File: src/rtl/ptrm_pkg.sv
// Shared types and constants for the page table range mapper.
// Used by every module of the block; depends on nothing else.
package ptrm_pkg;

    localparam int FRAME_W = 40;
    localparam int VPN_W   = 36;
    localparam int SLOT_W  = 9;
    localparam int COUNT_W = 19;
    localparam int TIU_W   = 7;
    localparam int SIZE_W  = 31;
    localparam logic [SIZE_W-1:0] MAX_LEN = 31'h4000_0000;

    localparam logic CFG_IDX_POOL_BASE = 1'b0;

    typedef enum logic [1:0] {
        STATUS_OK,
        STATUS_NONCANON,
        STATUS_POOL_EMPTY
    } status_t;

    typedef enum logic [2:0] {
        ST_CLEAR,
        ST_IDLE,
        ST_READ,
        ST_CHECK,
        ST_MOD,
        ST_ZERO,
        ST_LINK,
        ST_DONE
    } state_t;

    typedef enum logic [1:0] {
        LVL_4,
        LVL_3,
        LVL_2,
        LVL_1
    } level_t;

    typedef struct packed {
        logic               valid;
        logic [FRAME_W-1:0] frame;
    } entry_t;

    typedef struct packed {
        logic [63:0]       virt_addr;
        logic [51:0]       phys_addr;
        logic [SIZE_W-1:0] size_bytes;
    } cmd_t;

    typedef struct packed {
        status_t            status;
        logic [COUNT_W-1:0] pages_mapped;
        logic [COUNT_W-1:0] pages_already_mapped;
        logic [TIU_W-1:0]   tables_in_use;
    } result_t;

endpackage

File: src/rtl/ptrm_frame_mod.sv
// Remainder of a 40-bit frame offset by the pool size, ten bits per step, each step being
// a reciprocal multiply for the step quotient, then a multiply and subtract for the remainder.
// Depends on ptrm_pkg for the frame width.
module ptrm_frame_mod
    import ptrm_pkg::*;
#(
    parameter int TABLE_PAGES = 64
)
(
    input  logic                           clk,
    input  logic                           rst_n,
    input  logic                           start,
    input  logic [FRAME_W-1:0]             dividend,
    output logic                           done,
    output logic [$clog2(TABLE_PAGES)-1:0] rem
);

    localparam int PW      = $clog2(TABLE_PAGES);
    localparam int CHUNK_W = 10;
    localparam int CHUNKS  = FRAME_W / CHUNK_W;
    localparam int STEP_W  = 2 * CHUNK_W;
    localparam int RECIP_W = 31;
    localparam int SHIFT   = STEP_W + CHUNK_W;
    localparam logic [RECIP_W-1:0] RECIP =
        RECIP_W'(((longint'(1) << SHIFT) + longint'(TABLE_PAGES) - 1) / longint'(TABLE_PAGES));
    localparam logic [CHUNK_W:0] DIVISOR = (CHUNK_W + 1)'(TABLE_PAGES);

    logic                      active_reg, active_next;
    logic                      phase_reg, phase_next;
    logic                      done_reg, done_next;
    logic [1:0]                cnt_reg, cnt_next;
    logic [FRAME_W-1:0]        src_reg, src_next;
    logic [STEP_W-1:0]         step_reg, step_next;
    logic [STEP_W-1:0]         est_reg, est_next;
    logic [PW-1:0]             rem_reg, rem_next;
    logic [STEP_W-1:0]         step_val;
    logic [STEP_W+RECIP_W-1:0] est_prod;
    logic [STEP_W+CHUNK_W:0]   back_prod;

    always_ff @(posedge clk or negedge rst_n)
    begin
        if (!rst_n)
        begin
            active_reg <= 1'b0;
            phase_reg  <= 1'b0;
            done_reg   <= 1'b0;
            cnt_reg    <= '0;
        end
        else
        begin
            active_reg <= active_next;
            phase_reg  <= phase_next;
            done_reg   <= done_next;
            cnt_reg    <= cnt_next;
        end
    end

    always_ff @(posedge clk)
    begin
        src_reg  <= src_next;
        step_reg <= step_next;
        est_reg  <= est_next;
        rem_reg  <= rem_next;
    end

    always_comb
    begin
        active_next = active_reg;
        phase_next  = phase_reg;
        done_next   = 1'b0;
        cnt_next    = cnt_reg;
        src_next    = src_reg;
        step_next   = step_reg;
        est_next    = est_reg;
        rem_next    = rem_reg;
        step_val    = {CHUNK_W'(rem_reg), src_reg[FRAME_W-1 -: CHUNK_W]};
        est_prod    = step_val * RECIP;
        back_prod   = est_reg * DIVISOR;
        if (start)
        begin
            active_next = 1'b1;
            phase_next  = 1'b0;
            cnt_next    = 2'(CHUNKS - 1);
            src_next    = dividend;
            rem_next    = '0;
        end
        else if (active_reg)
        begin
            if (!phase_reg)
            begin
                step_next  = step_val;
                est_next   = est_prod[SHIFT +: STEP_W];
                src_next   = {src_reg[FRAME_W-CHUNK_W-1:0], {CHUNK_W{1'b0}}};
                phase_next = 1'b1;
            end
            else
            begin
                rem_next   = PW'(step_reg - back_prod[STEP_W-1:0]);
                phase_next = 1'b0;
                cnt_next   = cnt_reg - 1'b1;
                if (cnt_reg == 2'd0)
                begin
                    active_next = 1'b0;
                    done_next   = 1'b1;
                end
            end
        end
    end

    assign done = done_reg;
    assign rem  = rem_reg;

endmodule

File: config.mk
export PLATFORM = sky130hd
export DESIGN_NAME = ptrm_frame_mod
export DESIGN_NICKNAME = d
export VERILOG_FILES = /design/src/rtl/ptrm_pkg.sv /design/src/rtl/ptrm_frame_mod.sv
export SDC_FILE = /design/constraint.sdc
export NUM_CORES = 1
export LEC_CHECK = 0
export BUFFER_PORTS_ARGS = -buffer_cell sky130_fd_sc_hd__buf_2
export CAP_MARGIN = 5
export CORE_ASPECT_RATIO = 1.5
export CORE_UTILIZATION = 51
export DETAILED_ROUTE_END_ITERATION = 6
export GPL_TIMING_DRIVEN = 0
export HOLD_SLACK_MARGIN = 0.02
export PLACE_DENSITY = 0.9
export SLEW_MARGIN = 25
export SYNTH_ARGS = -nofsm -noshare
export SYNTH_HDL_FRONTEND = slang
export SYNTH_SLANG_ARGS = --single-unit
export TNS_END_PERCENT = 30
File: constraint.sdc
create_clock -name clk -period 1.9 [get_ports clk]
set_input_delay 0.095 -clock clk [delete_from_list [all_inputs] [get_ports clk]]
set_output_delay 0.095 -clock clk [all_outputs]
set_load 0.02 [all_outputs]
== After elaboration in Yosys (flattened, before gate mapping) ==
Index checks and enable logic that the tools add are counted.

* Bits of input ports: 43
* Logic and storage cells: 36
* Bits in registers: 53
* Output and inout port bits: 7

* Equality and inequality tests: 1
* Add/sub/neg operators: 2
* Reductions and logical operators: 7
* Bitwise logic cells: 2
* Muxes and demuxes: 17

{| class="wikitable"
|+ Operators by type and width
! operator !! number
|-
| $mux 36 || 3
|-
| $mux 1 || 11
|-
| $mux 2 || 3
|-
| $reduce_and 2->1 || 3
|-
| $sub 6x1->6 const B || 1
|-
| $reduce_bool 2->1 || 2
|-
| $reduce_and 3->1 || 1
|-
| $logic_not 2->1 || 1
|-
| $ne 2x2->1 const B || 1
|-
| $not 1->1 || 2
|-
| $sub 2x1->2 const B || 1
|}

== Logic depth before layout (Yosys ltp) ==
* Word-level depth: 5
* Gate-level depth with buffers: 4
* Gate-level depth less buffers: 4

== Worst setup path before layout ==
OpenSTA, ideal clock, no wires.

* Path kind: register -> register
* From: register phase_reg
* To: register src_reg[0], enable pin
* Clock period less this slack: 1633 ps
* Arrival time: 1254 ps
* Setup time: 380 ps
* Stages on the path, launching flop included: 5
* Slack: 267 ps
* Path buffers: 2
* Required time: 1520 ps
* Cell sequence: dfrtp_1 -> buf_4 -> buf_4 -> inv_1 -> a21o_1

* Word-level cells in the longest chain between the ends: 2

{| class="wikitable"
|+ Ends and longest elaborated chain
! item !! RTL line !! text
|-
| start, declared || ptrm_frame_mod.sv:29 || <nowiki>logic phase_reg, phase_next;</nowiki>
|-
| start signal, assigned || ptrm_frame_mod.sv:52 || <nowiki>phase_reg <= phase_next;</nowiki>
|-
| $ne 2x2->1 (no source line) || n/a ||
|-
| $reduce_and 2->1 (no source line) || n/a ||
|-
| end signal, assigned || ptrm_frame_mod.sv:60 || <nowiki>src_reg <= src_next;</nowiki>
|-
| end, declared || ptrm_frame_mod.sv:32 || <nowiki>logic [FRAME_W-1:0] src_reg, src_next;</nowiki>
|}

No other way between the ends.
A chain may end at the register's enable or synchronous reset.

== Worst setup path in the final report ==
* From: register phase_reg
* To: register src_reg[33], enable pin

The elaborated chain is that of the path after synthesis.

==> summary.md <==
| Metric | Value |
|---|---|
| Layout Area Growth over Synthesis | 17.4% |
| Vias in the first global route | 1073 |
| Row count | 25 |
| IO Pins | 50 |
| Clock sinks | 41 |
| MaxCap Viol Count | 0 |
| Full die area | 0.00365 mm² |
| Drt via density | 5.10 |
| Worst slew margin | 0.655 |
| Fin cells | 197 |
| Nets | 200 |
| Syn Area/Cell | 15.0 µm² |
| Vias | 1005 |
| VDD IR max | 0.677 mV |
| Final GP Congestion | 0.796 |
| Post-synth net total | 160 |
| Largest net degree at the start of global routing | 25 |
| Tmin final | 1580 ps |
| Share of post-route cells with drive strength above 1 | 0.484 |
| Power per cell area | 889 mW/mm² |
| Setup TNS Final | 0 ps |
| IO buf count | 32 |
| Most frequent cells in the layout | buf_2, edfxtp_1, mux2_2 |
| Cells after Synth | 116 |
| Hold-critical path depth | 2 |
| Max-slew violation count | 0 |
| Fin crit share | 0.831 |
| Worst skew pair latency | 290 ps |
| Worst Setup End Kind | register |
| Synth Warn # | 0 |
| CTS Buf Count | 5 |
| Setup bufs post-CTS | 0 |
| DRT iter0 DRCs | 27 |
| WS Path Type | reg2reg |
| Reg clk slew, reported paths | 70 ps |
| CORE AREA | 0.00319 mm² |
| Total routed wirelength | 2650 µm |
| CTS Buffer Depth | 2 |
| Worst Path Required | 1830 ps |
| Detailed Routing Iterations Pass 1 | 4 |
| Die H | 73.5 µm |
| Clock Skew | 2.75 ps |
| Die Wd | 49.7 µm |
| Total grt overflow | 0 |
| CP Launch Type | register |
| Total track usage | 0.170 |
| Number of diodes | 0 |
| R2R Path Start | phase_reg |
| Mapped Area | 0.00174 mm² |
| Sequential area share after synthesis | 0.659 |
| Leak | 0.877 nW |
| Commonest non-fill, non-tap cell in the layout | buf_2 |
| DRC errors left | 0 |
| Fillers | 252 |
| Status | complete, no violations |
| Initial antenna violation count | 0 |
| Hold Path Origin | dividend[5] |
| R2R depth | 4 |
| Fmax | 634 MHz |
| Max reg flops | 24 |
| Fin. Hold Viols | 0 |
| CTS Root Cell | clkbuf_8 |
| Average wire per standard cell | 13.5 µm |
| TritonCTS clock tree | done |
| Starting Density | 0.545 |
| Slew at the pin closest to its max-slew limit | 516 ps |
| Placed cell count | 188 |
| Yosys cell types | 20 |
| DP Wirelength | 1910 µm |
| Depth of the CTS H-tree | 2 |
| Synth Register Bits | 41 |
| CP arrival | 1510 ps |
| Hold Crit Class | in2reg |
| RSZ-0062 raised after global routing | no |
| First-pass GRT wire length | 4440 µm |
| Hold endpoint | src_reg[5] |
| DRT antenna net count | 0 |
| Setup slack, reg-to-reg | 320 ps |
| Setup-failing EPs final | 0 |
| Worst-path fanout max | 24 |
| Crit Reg-Reg Endpoint | src_reg[33] |
[per-stage QoR]
step           hold WS (ps)  setup slack, ps   util  total power, W  instance area, µm²
2_1_floorplan          -201              267      -         0.00123                1740
3_3_place_gp          -91.9             84.8  0.611         0.00128                1950
3_5_place_dp          -84.6             30.2  0.611         0.00130                1950
5_1_grt                78.4              249  0.639         0.00189                2040
4_1_cts                74.0             16.6  0.639         0.00184                2040
6_report               87.0              322  0.639         0.00181                2040
[synth_stat cells]
| library cell | count | area (µm²) |
|---|---|---|
| a21bo_2 | 6 | 60.1 |
| a21o_1 | 2 | 15.0 |
| a21oi_1 | 8 | 40.0 |
| and2_1 | 6 | 37.5 |
| and4b_1 | 2 | 20.0 |
| buf_2 | 1 | 5.00 |
| buf_4 | 11 | 82.6 |
| buf_6 | 2 | 22.5 |
| dfrtp_1 | 5 | 125 |
| dfxtp_1 | 6 | 120 |
| edfxtp_1 | 30 | 901 |
| ha_1 | 1 | 12.5 |
| inv_1 | 3 | 11.3 |
| mux2_2 | 15 | 169 |
| mux2_4 | 3 | 45.0 |
| nand2_1 | 2 | 7.51 |
| nand2b_1 | 1 | 6.26 |
| nand3_1 | 6 | 30.0 |
| nor2_1 | 5 | 18.8 |
| xnor2_1 | 1 | 8.76 |
[kinds of logic (layout without fill, tap and decap cells)]
logic type / Yosys count / count (layout) / synth area share
xor gates and xnor gates: 1 / 1 / 0.00504
and+or+nand+nor: 22 / 22 / 0.0691
AOI/OAI and AO/OA: 16 / 16 / 0.0662
DFF: 41 / 41 / 0.659
buffers and inverters: 17 / 58 / 0.0698
adders and majority gates: 1 / 1 / 0.00720
muxes: 18 / 18 / 0.123
[worst max-delay path: stages (launching register included)]
cell and delay [ps]:
dfrtp_1 360, buf_4 170, buf_4 170, inv_1 50, a21o_2 460
[per-layer routing]
metal	up-vias	global-route usage	wire [µm]
met4	0	0.0762	56
li1	487	-	-
met3	5	0.0538	149
met5	-	0	0
met2	34	0.333	1500
met1	479	0.154	941
[power by group]
group | switching, W | internal (W)
Clock | 0.000274 | 0.000261
Sequential | 0.0000242 | 0.00106
Combinational | 0.0000852 | 0.000108
Total | 0.000383 | 0.00143
[cell type report]
cell class / instances / area (µm²) / share of cell area
sequential: 41 / 1150 / 0.562
multi-input combinational: 58 / 472 / 0.231
timing repair buffer: 33 / 170 / 0.0834
buffer: 14 / 110 / 0.0540
clock buffer: 8 / 80.1 / 0.0393
tap: 40 / 50.0 / 0.0245
inverter: 3 / 11.3 / 0.00552
[worst max path at each step]
stage	end	cells past startpoint	startpoint
4_1_cts	src_reg[15]	4	phase_reg
5_1_grt	src_reg[32]	4	phase_reg
6_report	src_reg[33]	4	phase_reg
2_1_floorplan	src_reg[0]	4	phase_reg
3_3_place_gp	src_reg[24]	4	phase_reg
3_5_place_dp	src_reg[24]	4	phase_reg
[timing repair]
action,in CTS,in global routing
resized for setup,0,1
endpoints found under the setup margin,0,24
hold buffers,1,0
endpoints found under the hold margin,5,0
(Power assumes the default switching activity.)
